<file path="src/rtl/rssi_energy_detector_core_assert.svh">
// Assertion macros for the RSSI energy detector
`ifndef RSSI_ENERGY_DETECTOR_CORE_ASSERT_SVH
`define RSSI_ENERGY_DETECTOR_CORE_ASSERT_SVH

`ifndef SYNTHESIS

`define RSSIED_ASSERT_IMP(lbl, clk, rstn, ante, cons) \
    lbl: assert property (@(posedge clk) disable iff (!(rstn)) (ante) |-> (cons)) \
        else $error("assertion failed");

`define RSSIED_ASSERT_NXT(lbl, clk, rstn, ante, cons) \
    lbl: assert property (@(posedge clk) disable iff (!(rstn)) (ante) |=> (cons)) \
        else $error("assertion failed");

`else

`define RSSIED_ASSERT_IMP(lbl, clk, rstn, ante, cons)

`define RSSIED_ASSERT_NXT(lbl, clk, rstn, ante, cons)

`endif

`endif

</file>
<file path="src/rtl/rssied_pkg.sv">
package rssied_pkg;

    localparam int MAX_SAMPLES        = 4096;
    localparam int PERIOD_COUNT_WIDTH = 32;

    localparam int CODE_W   = 8;
    localparam int SUM_W    = $clog2(MAX_SAMPLES * 255 + 1);
    localparam int COUNT_W  = $clog2(MAX_SAMPLES + 1);
    localparam int MAG_W    = 11;
    localparam int FIELD_W  = 12;
    localparam int TOTAL_W  = 48;
    localparam int PERIOD_W = PERIOD_COUNT_WIDTH;

    localparam int MARGIN_W   = 10;
    localparam int OFFSET_W   = 12;
    localparam int BWIDTH_W   = 10;
    localparam int CFG_DATA_W = 12;
    localparam int CFG_IDX_W  = 2;

    // shared divider sizing
    localparam int DIV_W     = TOTAL_W;
    localparam int DVS_A     = (PERIOD_W + 1 > COUNT_W) ? PERIOD_W + 1 : COUNT_W;
    localparam int DVS_W     = (DVS_A > BWIDTH_W) ? DVS_A : BWIDTH_W;
    localparam int STEP_W    = $clog2(DIV_W + 1);
    localparam int EDIV_BITS = SUM_W + 3;

    localparam logic [TOTAL_W-1:0]  TOTAL_FLOOR = TOTAL_W'(1) << (TOTAL_W - 1);
    localparam logic [PERIOD_W-1:0] PERIOD_MAX  = '1;

    localparam logic [CFG_IDX_W-1:0] CFG_DETECT_MARGIN = 2'd0;
    localparam logic [CFG_IDX_W-1:0] CFG_BAR_OFFSET    = 2'd1;
    localparam logic [CFG_IDX_W-1:0] CFG_BAR_WIDTH     = 2'd2;

    localparam logic [MARGIN_W-1:0] MARGIN_RST = 10'd16;
    localparam logic [OFFSET_W-1:0] OFFSET_RST = 12'd2040;
    localparam logic [BWIDTH_W-1:0] BWIDTH_RST = 10'd80;

    localparam logic [1:0] KIND_QUIET   = 2'd0;
    localparam logic [1:0] KIND_INITIAL = 2'd1;
    localparam logic [1:0] KIND_DETECT  = 2'd2;

    localparam logic MODE_SAMPLE = 1'b0;
    localparam logic MODE_TICK   = 1'b1;

    typedef struct packed {
        logic              mode;
        logic [CODE_W-1:0] rssi_code;
    } in_item_t;

    typedef struct packed {
        logic [1:0]                report_kind;
        logic signed [FIELD_W-1:0] energy;
        logic signed [FIELD_W-1:0] background;
        logic [FIELD_W-1:0]        bar_length;
        logic                      empty_period;
    } out_item_t;

    typedef struct packed {
        logic [MARGIN_W-1:0] detect_margin;
        logic [OFFSET_W-1:0] bar_offset;
        logic [BWIDTH_W-1:0] bar_width;
    } cfg_t;

    typedef struct packed {
        logic              start;
        logic [DIV_W-1:0]  dividend;   // left aligned
        logic [DVS_W-1:0]  divisor;
        logic [STEP_W-1:0] nbits;
    } div_req_t;

    typedef struct packed {
        logic             done;
        logic [DIV_W-1:0] quotient;
    } div_rsp_t;

    typedef enum logic [2:0] {
        ST_IDLE,
        ST_EDIV,
        ST_ACC,
        ST_BGDIV,
        ST_BARDIV,
        ST_OUT
    } seq_state_t;

endpackage

</file>
<file path="src/rtl/rssi_energy_detector_core.sv">
// RSSI energy detector. Sample items (mode 0) are taken one per cycle while idle
// and summed; a period-end item (mode 1) yields one result: mean energy, running
// background, detection kind and bar length. Period end runs three divisions
// in turn on one shared restoring divider, one quotient bit per cycle
// (23 + 48 + 12 steps), so the next item is taken only once the result has gone
// to the output register, which waits while that register still holds an
// earlier result that the sink has not taken.
// Results sit in an output register, so a tick may start while the previous
// result still waits. bar_width 0 acts as 1; counters saturate.
`include "rssi_energy_detector_core_assert.svh"

module rssi_energy_detector_core (
    input  logic                                   aclk,
    input  logic                                   aresetn,
    input  logic                                   cfg_wr_en,
    input  logic [rssied_pkg::CFG_IDX_W-1:0]       cfg_index,
    input  logic [rssied_pkg::CFG_DATA_W-1:0]      cfg_wdata,
    input  logic                                   s_valid,
    output logic                                   s_ready,
    input  rssied_pkg::in_item_t                   s_item,
    output logic                                   m_valid,
    input  logic                                   m_ready,
    output rssied_pkg::out_item_t                  m_item
);
    import rssied_pkg::*;

    cfg_t      cfg_reg, cfg_next;
    logic      m_valid_reg, m_valid_next;
    out_item_t m_item_reg, m_item_next;

    logic      res_valid;
    logic      res_ready;
    out_item_t res;
    div_req_t  div_req;
    div_rsp_t  div_rsp;

    always_comb begin
        cfg_next = cfg_reg;
        if (cfg_wr_en) begin
            case (cfg_index)
                CFG_DETECT_MARGIN: cfg_next.detect_margin = cfg_wdata[MARGIN_W-1:0];
                CFG_BAR_OFFSET:    cfg_next.bar_offset    = cfg_wdata[OFFSET_W-1:0];
                CFG_BAR_WIDTH:     cfg_next.bar_width     = cfg_wdata[BWIDTH_W-1:0];
                default:           cfg_next = cfg_reg;
            endcase
        end
    end

    assign res_ready = !m_valid_reg || m_ready;

    always_comb begin
        m_valid_next = m_valid_reg;
        m_item_next  = m_item_reg;
        if (res_valid && res_ready) begin
            m_valid_next = 1'b1;
            m_item_next  = res;
        end else if (m_ready) begin
            m_valid_next = 1'b0;
        end
    end

    always_ff @(posedge aclk) begin
        if (!aresetn) begin
            cfg_reg.detect_margin <= MARGIN_RST;
            cfg_reg.bar_offset    <= OFFSET_RST;
            cfg_reg.bar_width     <= BWIDTH_RST;
            m_valid_reg           <= 1'b0;
        end else begin
            cfg_reg     <= cfg_next;
            m_valid_reg <= m_valid_next;
        end
        m_item_reg <= m_item_next;
    end

    assign m_valid = m_valid_reg;
    assign m_item  = m_item_reg;

    rssied_seq u_seq (
        .aclk      (aclk),
        .aresetn   (aresetn),
        .cfg       (cfg_reg),
        .s_valid   (s_valid),
        .s_ready   (s_ready),
        .s_item    (s_item),
        .res_valid (res_valid),
        .res_ready (res_ready),
        .res       (res),
        .div_req   (div_req),
        .div_rsp   (div_rsp)
    );

    rssied_div u_div (
        .aclk    (aclk),
        .aresetn (aresetn),
        .req     (div_req),
        .rsp     (div_rsp)
    );

    `RSSIED_ASSERT_NXT(a_result_lands, aclk, aresetn, res_valid && res_ready, m_valid)
    `RSSIED_ASSERT_IMP(a_no_accept_busy, aclk, aresetn, res_valid, !s_ready)
    `RSSIED_ASSERT_IMP(a_empty_zero, aclk, aresetn, m_valid && m_item.empty_period, m_item.energy == 0)
    `RSSIED_ASSERT_IMP(a_kind_legal, aclk, aresetn, m_valid, m_item.report_kind <= KIND_DETECT)

endmodule

</file>
<file path="src/rtl/rssied_div.sv">
module rssied_div (
    input  logic                aclk,
    input  logic                aresetn,
    input  rssied_pkg::div_req_t req,
    output rssied_pkg::div_rsp_t rsp
);
    import rssied_pkg::*;

    logic              active_reg, active_next;
    logic [STEP_W-1:0] cnt_reg, cnt_next;
    logic [DVS_W-1:0]  rem_reg, rem_next;
    logic [DVS_W-1:0]  dvs_reg, dvs_next;
    logic [DIV_W-1:0]  quo_reg, quo_next;
    logic [DVS_W:0]    trial;
    logic [DVS_W:0]    diff;

    assign trial = {rem_reg, quo_reg[DIV_W-1]};
    assign diff  = trial - {1'b0, dvs_reg};

    always_comb begin
        active_next = active_reg;
        cnt_next    = cnt_reg;
        rem_next    = rem_reg;
        dvs_next    = dvs_reg;
        quo_next    = quo_reg;
        if (req.start) begin
            active_next = 1'b1;
            cnt_next    = req.nbits;
            rem_next    = '0;
            dvs_next    = req.divisor;
            quo_next    = req.dividend;
        end else if (active_reg) begin
            if (cnt_reg != '0) begin
                cnt_next = cnt_reg - STEP_W'(1);
                if (!diff[DVS_W]) begin
                    rem_next = diff[DVS_W-1:0];
                    quo_next = {quo_reg[DIV_W-2:0], 1'b1};
                end else begin
                    rem_next = trial[DVS_W-1:0];
                    quo_next = {quo_reg[DIV_W-2:0], 1'b0};
                end
            end else begin
                active_next = 1'b0;
            end
        end
    end

    always_ff @(posedge aclk) begin
        if (!aresetn) begin
            active_reg <= 1'b0;
            cnt_reg    <= '0;
        end else begin
            active_reg <= active_next;
            cnt_reg    <= cnt_next;
        end
        rem_reg <= rem_next;
        dvs_reg <= dvs_next;
        quo_reg <= quo_next;
    end

    assign rsp.done     = active_reg && (cnt_reg == '0);
    assign rsp.quotient = quo_reg;

endmodule

</file>
<file path="src/rtl/rssied_seq.sv">
module rssied_seq (
    input  logic                  aclk,
    input  logic                  aresetn,
    input  rssied_pkg::cfg_t      cfg,
    input  logic                  s_valid,
    output logic                  s_ready,
    input  rssied_pkg::in_item_t  s_item,
    output logic                  res_valid,
    input  logic                  res_ready,
    output rssied_pkg::out_item_t res,
    output rssied_pkg::div_req_t  div_req,
    input  rssied_pkg::div_rsp_t  div_rsp
);
    import rssied_pkg::*;

    seq_state_t state_reg, state_next;

    logic [SUM_W-1:0]    sum_reg, sum_next;
    logic [COUNT_W-1:0]  count_reg, count_next;
    logic [TOTAL_W-1:0]  total_reg, total_next;
    logic [PERIOD_W-1:0] periods_reg, periods_next;
    logic                empty_reg, empty_next;
    logic [MAG_W-1:0]    mag_reg, mag_next;
    logic [FIELD_W-1:0]  bg_reg, bg_next;
    logic [FIELD_W-1:0]  bar_reg, bar_next;

    logic                accept;
    logic [TOTAL_W-1:0]  total_sum;
    logic [TOTAL_W-1:0]  total_sat;
    logic [FIELD_W-1:0]  energy;
    logic [FIELD_W:0]    shifted;
    logic [FIELD_W-1:0]  bar_dividend;
    logic [BWIDTH_W-1:0] bin_width;
    logic [FIELD_W:0]    excess;
    logic [1:0]          kind;

    assign accept = s_valid && s_ready;

    assign total_sum = total_reg + TOTAL_W'(mag_reg);
    assign total_sat = (total_sum > TOTAL_FLOOR) ? TOTAL_FLOOR : total_sum;

    assign energy    = FIELD_W'(0) - FIELD_W'(mag_reg);
    assign shifted   = {energy[FIELD_W-1], energy} + {1'b0, cfg.bar_offset};
    assign bar_dividend = (!shifted[FIELD_W] && (shifted != '0)) ?
                          shifted[FIELD_W-1:0] : '0;
    assign bin_width = (cfg.bar_width == '0) ? BWIDTH_W'(1) : cfg.bar_width;

    assign excess = {energy[FIELD_W-1], energy} - {bg_reg[FIELD_W-1], bg_reg};

    always_comb begin
        if (periods_reg == '0) begin
            kind = KIND_INITIAL;
        end else if ((periods_reg > PERIOD_W'(1)) &&
                     ($signed(excess) > $signed((FIELD_W+1)'(cfg.detect_margin)))) begin
            kind = KIND_DETECT;
        end else begin
            kind = KIND_QUIET;
        end
    end

    // next state
    always_comb begin
        state_next = state_reg;
        case (state_reg)
            ST_IDLE: begin
                if (accept && (s_item.mode == MODE_TICK)) begin
                    state_next = ST_EDIV;
                end
            end
            ST_EDIV: begin
                if (div_rsp.done) begin
                    state_next = ST_ACC;
                end
            end
            ST_ACC: begin
                state_next = ST_BGDIV;
            end
            ST_BGDIV: begin
                if (div_rsp.done) begin
                    state_next = ST_BARDIV;
                end
            end
            ST_BARDIV: begin
                if (div_rsp.done) begin
                    state_next = ST_OUT;
                end
            end
            ST_OUT: begin
                if (res_ready) begin
                    state_next = ST_IDLE;
                end
            end
            default: begin
                state_next = ST_IDLE;
            end
        endcase
    end

    // outputs
    always_comb begin
        s_ready          = 1'b0;
        res_valid        = 1'b0;
        div_req.start    = 1'b0;
        div_req.dividend = DIV_W'({sum_reg, 3'b000}) << (DIV_W - EDIV_BITS);
        div_req.divisor  = DVS_W'(count_reg);
        div_req.nbits    = STEP_W'(EDIV_BITS);
        case (state_reg)
            ST_IDLE: begin
                s_ready       = 1'b1;
                div_req.start = s_valid && (s_item.mode == MODE_TICK);
            end
            ST_ACC: begin
                div_req.start    = 1'b1;
                div_req.dividend = total_sat;
                div_req.divisor  = DVS_W'((PERIOD_W+1)'(periods_reg) + (PERIOD_W+1)'(1));
                div_req.nbits    = STEP_W'(DIV_W);
            end
            ST_BGDIV: begin
                div_req.start    = div_rsp.done;
                div_req.dividend = DIV_W'(bar_dividend) << (DIV_W - FIELD_W);
                div_req.divisor  = DVS_W'(bin_width);
                div_req.nbits    = STEP_W'(FIELD_W);
            end
            ST_OUT: begin
                res_valid = 1'b1;
            end
            default: begin
                s_ready = 1'b0;
            end
        endcase
    end

    // datapath
    always_comb begin
        sum_next     = sum_reg;
        count_next   = count_reg;
        total_next   = total_reg;
        periods_next = periods_reg;
        empty_next   = empty_reg;
        mag_next     = mag_reg;
        bg_next      = bg_reg;
        bar_next     = bar_reg;
        case (state_reg)
            ST_IDLE: begin
                if (accept) begin
                    if (s_item.mode == MODE_SAMPLE) begin
                        if (count_reg < COUNT_W'(MAX_SAMPLES)) begin
                            sum_next   = sum_reg + SUM_W'(s_item.rssi_code);
                            count_next = count_reg + COUNT_W'(1);
                        end
                    end else begin
                        empty_next = (count_reg == '0);
                    end
                end
            end
            ST_EDIV: begin
                if (div_rsp.done) begin
                    mag_next = empty_reg ? '0 : div_rsp.quotient[MAG_W-1:0];
                end
            end
            ST_ACC: begin
                total_next = total_sat;
            end
            ST_BGDIV: begin
                if (div_rsp.done) begin
                    bg_next = FIELD_W'(0) - div_rsp.quotient[FIELD_W-1:0];
                end
            end
            ST_BARDIV: begin
                if (div_rsp.done) begin
                    bar_next = div_rsp.quotient[FIELD_W-1:0];
                end
            end
            ST_OUT: begin
                if (res_ready) begin
                    sum_next   = '0;
                    count_next = '0;
                    if (periods_reg != PERIOD_MAX) begin
                        periods_next = periods_reg + PERIOD_W'(1);
                    end
                end
            end
            default: begin
                sum_next = sum_reg;
            end
        endcase
    end

    always_ff @(posedge aclk) begin
        if (!aresetn) begin
            state_reg   <= ST_IDLE;
            sum_reg     <= '0;
            count_reg   <= '0;
            total_reg   <= '0;
            periods_reg <= '0;
        end else begin
            state_reg   <= state_next;
            sum_reg     <= sum_next;
            count_reg   <= count_next;
            total_reg   <= total_next;
            periods_reg <= periods_next;
        end
        empty_reg <= empty_next;
        mag_reg   <= mag_next;
        bg_reg    <= bg_next;
        bar_reg   <= bar_next;
    end

    assign res.report_kind  = kind;
    assign res.energy       = energy;
    assign res.background   = bg_reg;
    assign res.bar_length   = bar_reg;
    assign res.empty_period = empty_reg;

endmodule

</file>
<file path="config.mk">
export PLATFORM = sky130hd
export DESIGN_NAME = rssi_energy_detector_core
export DESIGN_NICKNAME = d
export VERILOG_FILES = /design/src/rtl/rssied_pkg.sv /design/src/rtl/rssi_energy_detector_core.sv /design/src/rtl/rssied_div.sv /design/src/rtl/rssied_seq.sv
export VERILOG_INCLUDE_DIRS = /design/src /design/src/rtl
export SDC_FILE = /design/constraint.sdc
export NUM_CORES = 1
export LEC_CHECK = 0
export BUFFER_PORTS_ARGS = -buffer_cell sky130_fd_sc_hd__clkbuf_2
export CORE_MARGIN = 3
export CORE_UTILIZATION = 40
export DETAILED_ROUTE_END_ITERATION = 10
export MAX_ROUTING_LAYER = met4
export PLACE_DENSITY = 0.61
export SLEW_MARGIN = 10
export SYNTH_ARGS = -nofsm -noshare
export SYNTH_HDL_FRONTEND = slang
export SYNTH_SLANG_ARGS = --single-unit
</file>
<file path="constraint.sdc">
create_clock -name aclk -period 4 [get_ports aclk]
set_input_delay 0.6 -clock aclk [delete_from_list [all_inputs] [get_ports aclk]]
set_output_delay 0.6 -clock aclk [all_outputs]
set_load 0.01 [all_outputs]
</file>
Word-level counts from Yosys, hierarchy flattened --
Cells that the tools add are included.
Word-level totals: flip-flop bits (word level) 345, RAM bits 0, ROM bits 0, input bits 28, memories kept 0, bits in latches 0, logic and storage cells 125, output and inout bits 41
Operators by class: magnitude comparators 4, divide/modulo/power cells 0, mux-type cells 37, $add $sub $neg 11, multiply operators 0, equality and inequality tests 16, reduce and logical (&&, ||, !) cells 34, shifts and indexed selects 0, bitwise operators 0
Operator list (number):
- 48-bit 2-to-1 mux | 4
- 87-bit case mux with 2 select lines | 1
- 20-bit 2-to-1 mux | 4
- 13-bit 2-to-1 mux | 4
- 48-bit by 11-bit adder with 48-bit output | 1
- 48-bit > comparator (second input constant) | 1
- 20-bit case mux with 2 select lines | 1
- 34-bit by 33-bit subtractor with 34-bit output | 1
- 32-bit by 1-bit adder with 33-bit output (second input constant) | 1
- 33-bit 2-to-1 mux | 1
- 32-bit by 1-bit adder with 32-bit output (second input constant) | 1
- 32-bit by 1-bit > comparator with 1-bit output (second input constant) | 1
- 32-bit logical NOT | 1
- 32-bit inequality test (second input constant) | 1
- 13-bit case mux with 2 select lines | 1
- 20-bit by 8-bit adder with 20-bit output | 1
- 6-bit 2-to-1 mux | 3
- 3-bit case mux with 6 select lines | 1
- 2-bit AND reduction | 8
- 3-bit 2-to-1 mux | 5
- 13-bit by 1-bit adder with 13-bit output (second input constant) | 1
- 13-bit by 12-bit adder with 13-bit output | 1
- 13-bit by 11-bit > comparator with 1-bit output | 1
- 13-bit logical NOT | 1
- other kinds (29) | 56

Logic depth before layout (Yosys ltp) --
depth in word-level cells 7, gate-level depth with buffers 21

Hierarchy --
Synthesis repeated with hierarchy kept, for this count alone.
Second synthesis, totals: cell total of the unflattened synthesis 2219, area, all modules 20342.0 µm²
By module, submodules not included:
- rssied_seq | seq. area each 3403.3 µm², instances 1, cells an instance 1391, area an instance 11021.8 µm²
- rssied_div | seq. area each 3233.1 µm², instances 1, cells an instance 656, area an instance 6835.3 µm²
- rssi_energy_detector_core | seq. area each 1831.8 µm², instances 1, cells an instance 172, area an instance 2484.9 µm²

Worst setup path before layout --
Ideal clock, no wire load.
path type reg-to-reg, from register u_div.cnt_reg[0], to register u_div.quo_reg[43] (data pin), setup time 0.339 ns, setup slack -0.224 ns, data required time 3.661 ns, stages on the path, launching flop included 10, path buffers 1, arrival 3.885 ns, cell sequence dfxtp_1 -> inv_1 -> ha_1 -> nor4bb_1 -> nand3_1 -> nor2_1 -> nor3_1 -> clkinv_1 -> clkbuf_1 -> a41oi_1
RTL lines:
- start, declared | RTL line rssied_div.sv:10 | logic [STEP_W-1:0] cnt_reg, cnt_next;
- start signal, assigned | RTL line rssied_div.sv:54 | cnt_reg <= cnt_next;
- end signal, assigned | RTL line rssied_div.sv:58 | quo_reg <= quo_next;
- end, declared | RTL line rssied_div.sv:13 | logic [DIV_W-1:0] quo_reg, quo_next;

Worst setup path in the final report --
from register u_seq.mag_reg[0], to register u_seq.total_reg[20]
Between the ends: word-level cells in the longest chain between the ends 3
Ends and longest elaborated chain:
- start, declared | RTL line rssied_seq.sv:23 | logic [MAG_W-1:0] mag_reg, mag_next;
- start signal, assigned | RTL line rssied_seq.sv:204 | mag_reg <= mag_next;
- 48-bit by 11-bit adder with 48-bit output * | RTL line rssied_seq.sv:39 | assign total_sum = total_reg + TOTAL_W'(mag_reg);
- 48-bit > comparator | RTL line rssied_seq.sv:40 | assign total_sat = (total_sum > TOTAL_FLOOR) ? TOTAL_FLOOR : total_sum;
- 48-bit 2-to-1 mux * | RTL line rssied_seq.sv:40
- end signal, assigned | RTL line rssied_seq.sv:200 | total_reg <= total_next;
- end, declared | RTL line rssied_seq.sv:20 | logic [TOTAL_W-1:0] total_reg, total_next;
Mark *: on every way between the ends. The rest lies on a longest branch, timed or not. A chain may end at the register's enable or synchronous reset.

==> results.txt <==
* Gr ovfl total: 0
* Total stage count of the critical path: 18
- Final worst-path setup slack: 0.0250 ns
* Worst-path cell chain: buf_6, ha_4, inv_4, fa_2, nor2b_2, o31a_1, o221a_4, o31a_1, buf_6, xnor2_1, a31oi_2, a2111oi_4, nand4_1, nor4_4, buf_4, o31ai_4, buf_6, nor2_4
* Post-DR wirelength/cell: 18.0 µm
* Synthesized net count: 2253
- Launching element of the worst setup path: u_seq.mag_reg[0]
- Cell area after layout: 22800 µm²
- Number of nets in the layout: 2382
* Post-Synthesis Mean Instance Area: 9.00 µm²
- Port buffering added 68 buffers.
* GPL Wtd Cong: 0.892
- Counting flops with an async set or reset pin after synthesis yields a share of 0%.
- The tool flagged a number of max-cap violations equal to 0.
- The final critical path takes up 99.4% of the cycle.
- Worst max-slew margin expressed relative to the limit: 28.2%
- Post-synthesis cell count: 2125
- After legalization and detailed placement, the total HPWL measured 36000 µm.
- By area the synthesized netlist is led by edfxtp_1 (24%), dfxtp_1 (20%), ha_1 (6.2%), a21oi_1 (4.6%), xor2_1 (4.6%).
* Total placed instance area: 20600 µm²
- TritonCTS built the clock tree.
- In this run the most critical hold path is launched from cfg_wdata[11].
- For flop-to-flop paths, the worst setup slack is 0.02 ns.
- Number of synthesized flops with an enable pin: 156
- Timing endpoint of the critical path: u_seq.total_reg[20]
- The number of antenna diodes in the final layout is 0.
- Detailed-route via count: 16000
* Min Tclk post-route: 3.98 ns
- Post-route insts no fill: 2894
* Area leader, netlist: edfxtp_1
* Global-route wire length before repair: 80800 µm
- Number of failing hold endpoints at the final stage: 0
* Result of the run: completed
* Setup clock skew after layout: 0.0242 ns
- In this run the biggest area consumer among cell types represents 24.5% of the synthesized area.
- Number of cells traversed by the worst register-to-register path: 18
- Number of register bits inferred by synthesis: 345
* Category of the worst setup path capture point: register
* Data arrival at the endpoint of the critical path: 4.49 ns
* All-Layer GR Usage: 20.3%
- Root Buffer Master: clkbuf_16
* VDD IR-drop max: 424 µV
- Number of global-route vias before repair: 15100
- Worst path most repeated cell: buf_6
* Maximum fanout count along the critical path: 5
* Register clock-pin slew on the reported worst setup and hold paths: 0.06 ns
* Maximum number of pins on one net before global-route repair: 56
- Hold buffer count at CTS: 0
* Vertical die dimension: 225 µm
- Sorting the synthesized cells by how often they occur yields nor2_1 (218), nand2_1 (210), dfxtp_1 (189).
- Remaining antenna violation count: 0
- Clock network latency to the later pin of the worst-skew pair: 0.58 ns
* Post-Route Utilization: 48.6%
* Buffers and inverters on the worst path: 5
- Fraction of layout cells with a size suffix above 1: 15.6%
* Total clock buffers created by CTS: 41
- DIE AREA: 50500 µm²
- Yosys instantiated no cell more often than nor2_1.
- Boundary Pins: 69
- At the pin with the least slew margin, the transition time is 1.07 ns.
* Reg-to-reg endpoint: u_seq.total_reg[20]
* Sequential fraction of the synthesis area: 44.3%
- After the first detailed-routing iteration, the DRC count stood at 1278.
- For this run, the slowest stage of the critical path takes 0.45 ns.
- Setup repair after global routing missed its margin: true
- Launch point of the worst reg-to-reg path: u_seq.mag_reg[0]
- The Yosys step of the flow raised 0 warnings.
* Final wirelength: 52000 µm
* Cell family contributing the most delay on the critical path: compound AO/OA/AOI/OAI gates
* Maximum buffer depth of the clock tree: 3
* Vias per cell: 5.53
- Final setup viols: 0
* Total Power: 11.0 mW
- Class of the worst hold path: input pin to register
* Critical Setup Path Class: register to register
- The floorplan has 79 rows.
- The number of antenna violations at the first check in global routing is 0.
* Top flip-flop cell by instance count after synthesis: dfxtp_1
- Leakage Power: 8.68 nW
- Synthesis instantiated 80 different standard cells from the library.
- Cell with the largest stage delay on the worst path: edfxtp_1
* Power per Cell Area: 484 nW/µm²
* Residual DRC: 0
* Initial core utilization: 40.8%
- Static timing analysis puts the maximum clock frequency at 252 MHz.
* Combined area of all synthesized cells: 19100 µm²
- Die width: 225 µm
- After detailed placement, the design holds a cell count of 2793.
- CTS saw 345 sinks.
* Critical path data required time: 4.52 ns
* Fin. max-slew vios: 0
- After floorplanning, the core was sized to cover 46900 µm².
* P&R area growth vs syn: 18.9%
- The worst setup path is launched from a register.
* Detailed Routing Iterations Pass 1: 5
* H-tree depth: 2
- Post-Place Setup Slack: -0.0658 ns
[worst register-to-register path, stage by stage, from the launching register on]
cell and delay [ns]:
edfxtp_1 0.45, buf_6 0.16, ha_4 0.16, inv_4 0.05
fa_2 0.21, nor2b_2 0.05, o31a_1 0.32, o221a_4 0.27
o31a_1 0.39, buf_6 0.17, xnor2_1 0.15, a31oi_2 0.13
a2111oi_4 0.22, nand4_1 0.20, nor4_4 0.36, buf_4 0.22
o31ai_4 0.11, buf_6 0.19, nor2_4 0.10
[report_power, final]
| group | switching (mW) | leakage [nW] | internal [mW] |
|---|---|---|---|
| registers | 0.192 | 3.01 | 3.96 |
| clock network | 1.57 | 0.735 | 2.52 |
| logic | 1.62 | 4.93 | 1.14 |
[through the flow]
step,hold WS (ns),setup TNS (ns)
after floorplan,0.400,0
after global placement,0.408,0
after detailed placement,0.405,-0.515
after CTS,0.226,0
after global routing,0.240,-6.35
final,0.245,0
[how the worst min path moves through the flow]
stage | end | slack (ns) | depth (start not counted)
global route | cfg_reg[21] | 0.24 | 3
floorplan | m_item[10] | 0.40 | 0
CTS | cfg_reg[21] | 0.23 | 3
finish | cfg_reg[21] | 0.25 | 3
global placement | m_item[6] | 0.41 | 0
detailed placement | m_item[6] | 0.40 | 0
[cell usage in the layout, fill, tap and decap left out, types with 9 or more instances in the layout]
master / count
nand2_1: 210
nor2_1: 199
dfxtp_1: 189
a21oi_1: 171
edfxtp_1: 156
o21ai_0: 116
buf_4: 105
inv_1: 97
xor2_1: 97
xnor2_1: 94
nand3_1: 92
ha_1: 90
clkbuf_2: 68
clkbuf_16: 44
nor3_1: 41
or3_1: 34
and3_1: 27
nand4_1: 25
nor2b_1: 22
o21ai_1: 22
nor4_1: 21
mux2i_1: 21
a21o_1: 20
a22o_1: 17
nand2b_1: 16
a31oi_1: 14
o21a_1: 12
and2_1: 11
nor2_2: 10
o21bai_1: 10
nor2_4: 10
a22oi_1: 9
buf_6: 9
[cell type report]
cell class	instances	area [µm²]
inverters	105	400
fillers	4378	24100
flip-flops and latches	345	8470
clock buffers	55	1200
clock inverters	21	287
repair buffers	185	1290
multi-input cells	1576	10300
well taps	607	759
[logic make-up after synthesis]
kind of cell	share of synthesized area (%)
DFF	44.3
buffers and inverters	4.22
xor gates and xnor gates	9.11
adders and majority gates	6.74
and+or+nand+nor	19.0
muxes	1.10
AOI/OAI and AO/OA	15.6
[metal layers]
metal / up-vias / GRT usage, % / share of wire (%)
li1: 7799 / - / -
met5: - / - / 0
met4: 0 / 5.99 / 2.9
met2: 420 / 30.2 / 44
met3: 109 / 3.33 / 5.4
met1: 7663 / 28.7 / 48
[timing repair]
action                                  in CTS  in global routing
buffers inserted                             4                 18
pin swaps                                    3                 61
gates resized for setup                      8                118
cloned                                       0                  4
endpoints found under the setup margin      62                109
Power figures use the tool's default switching activity.
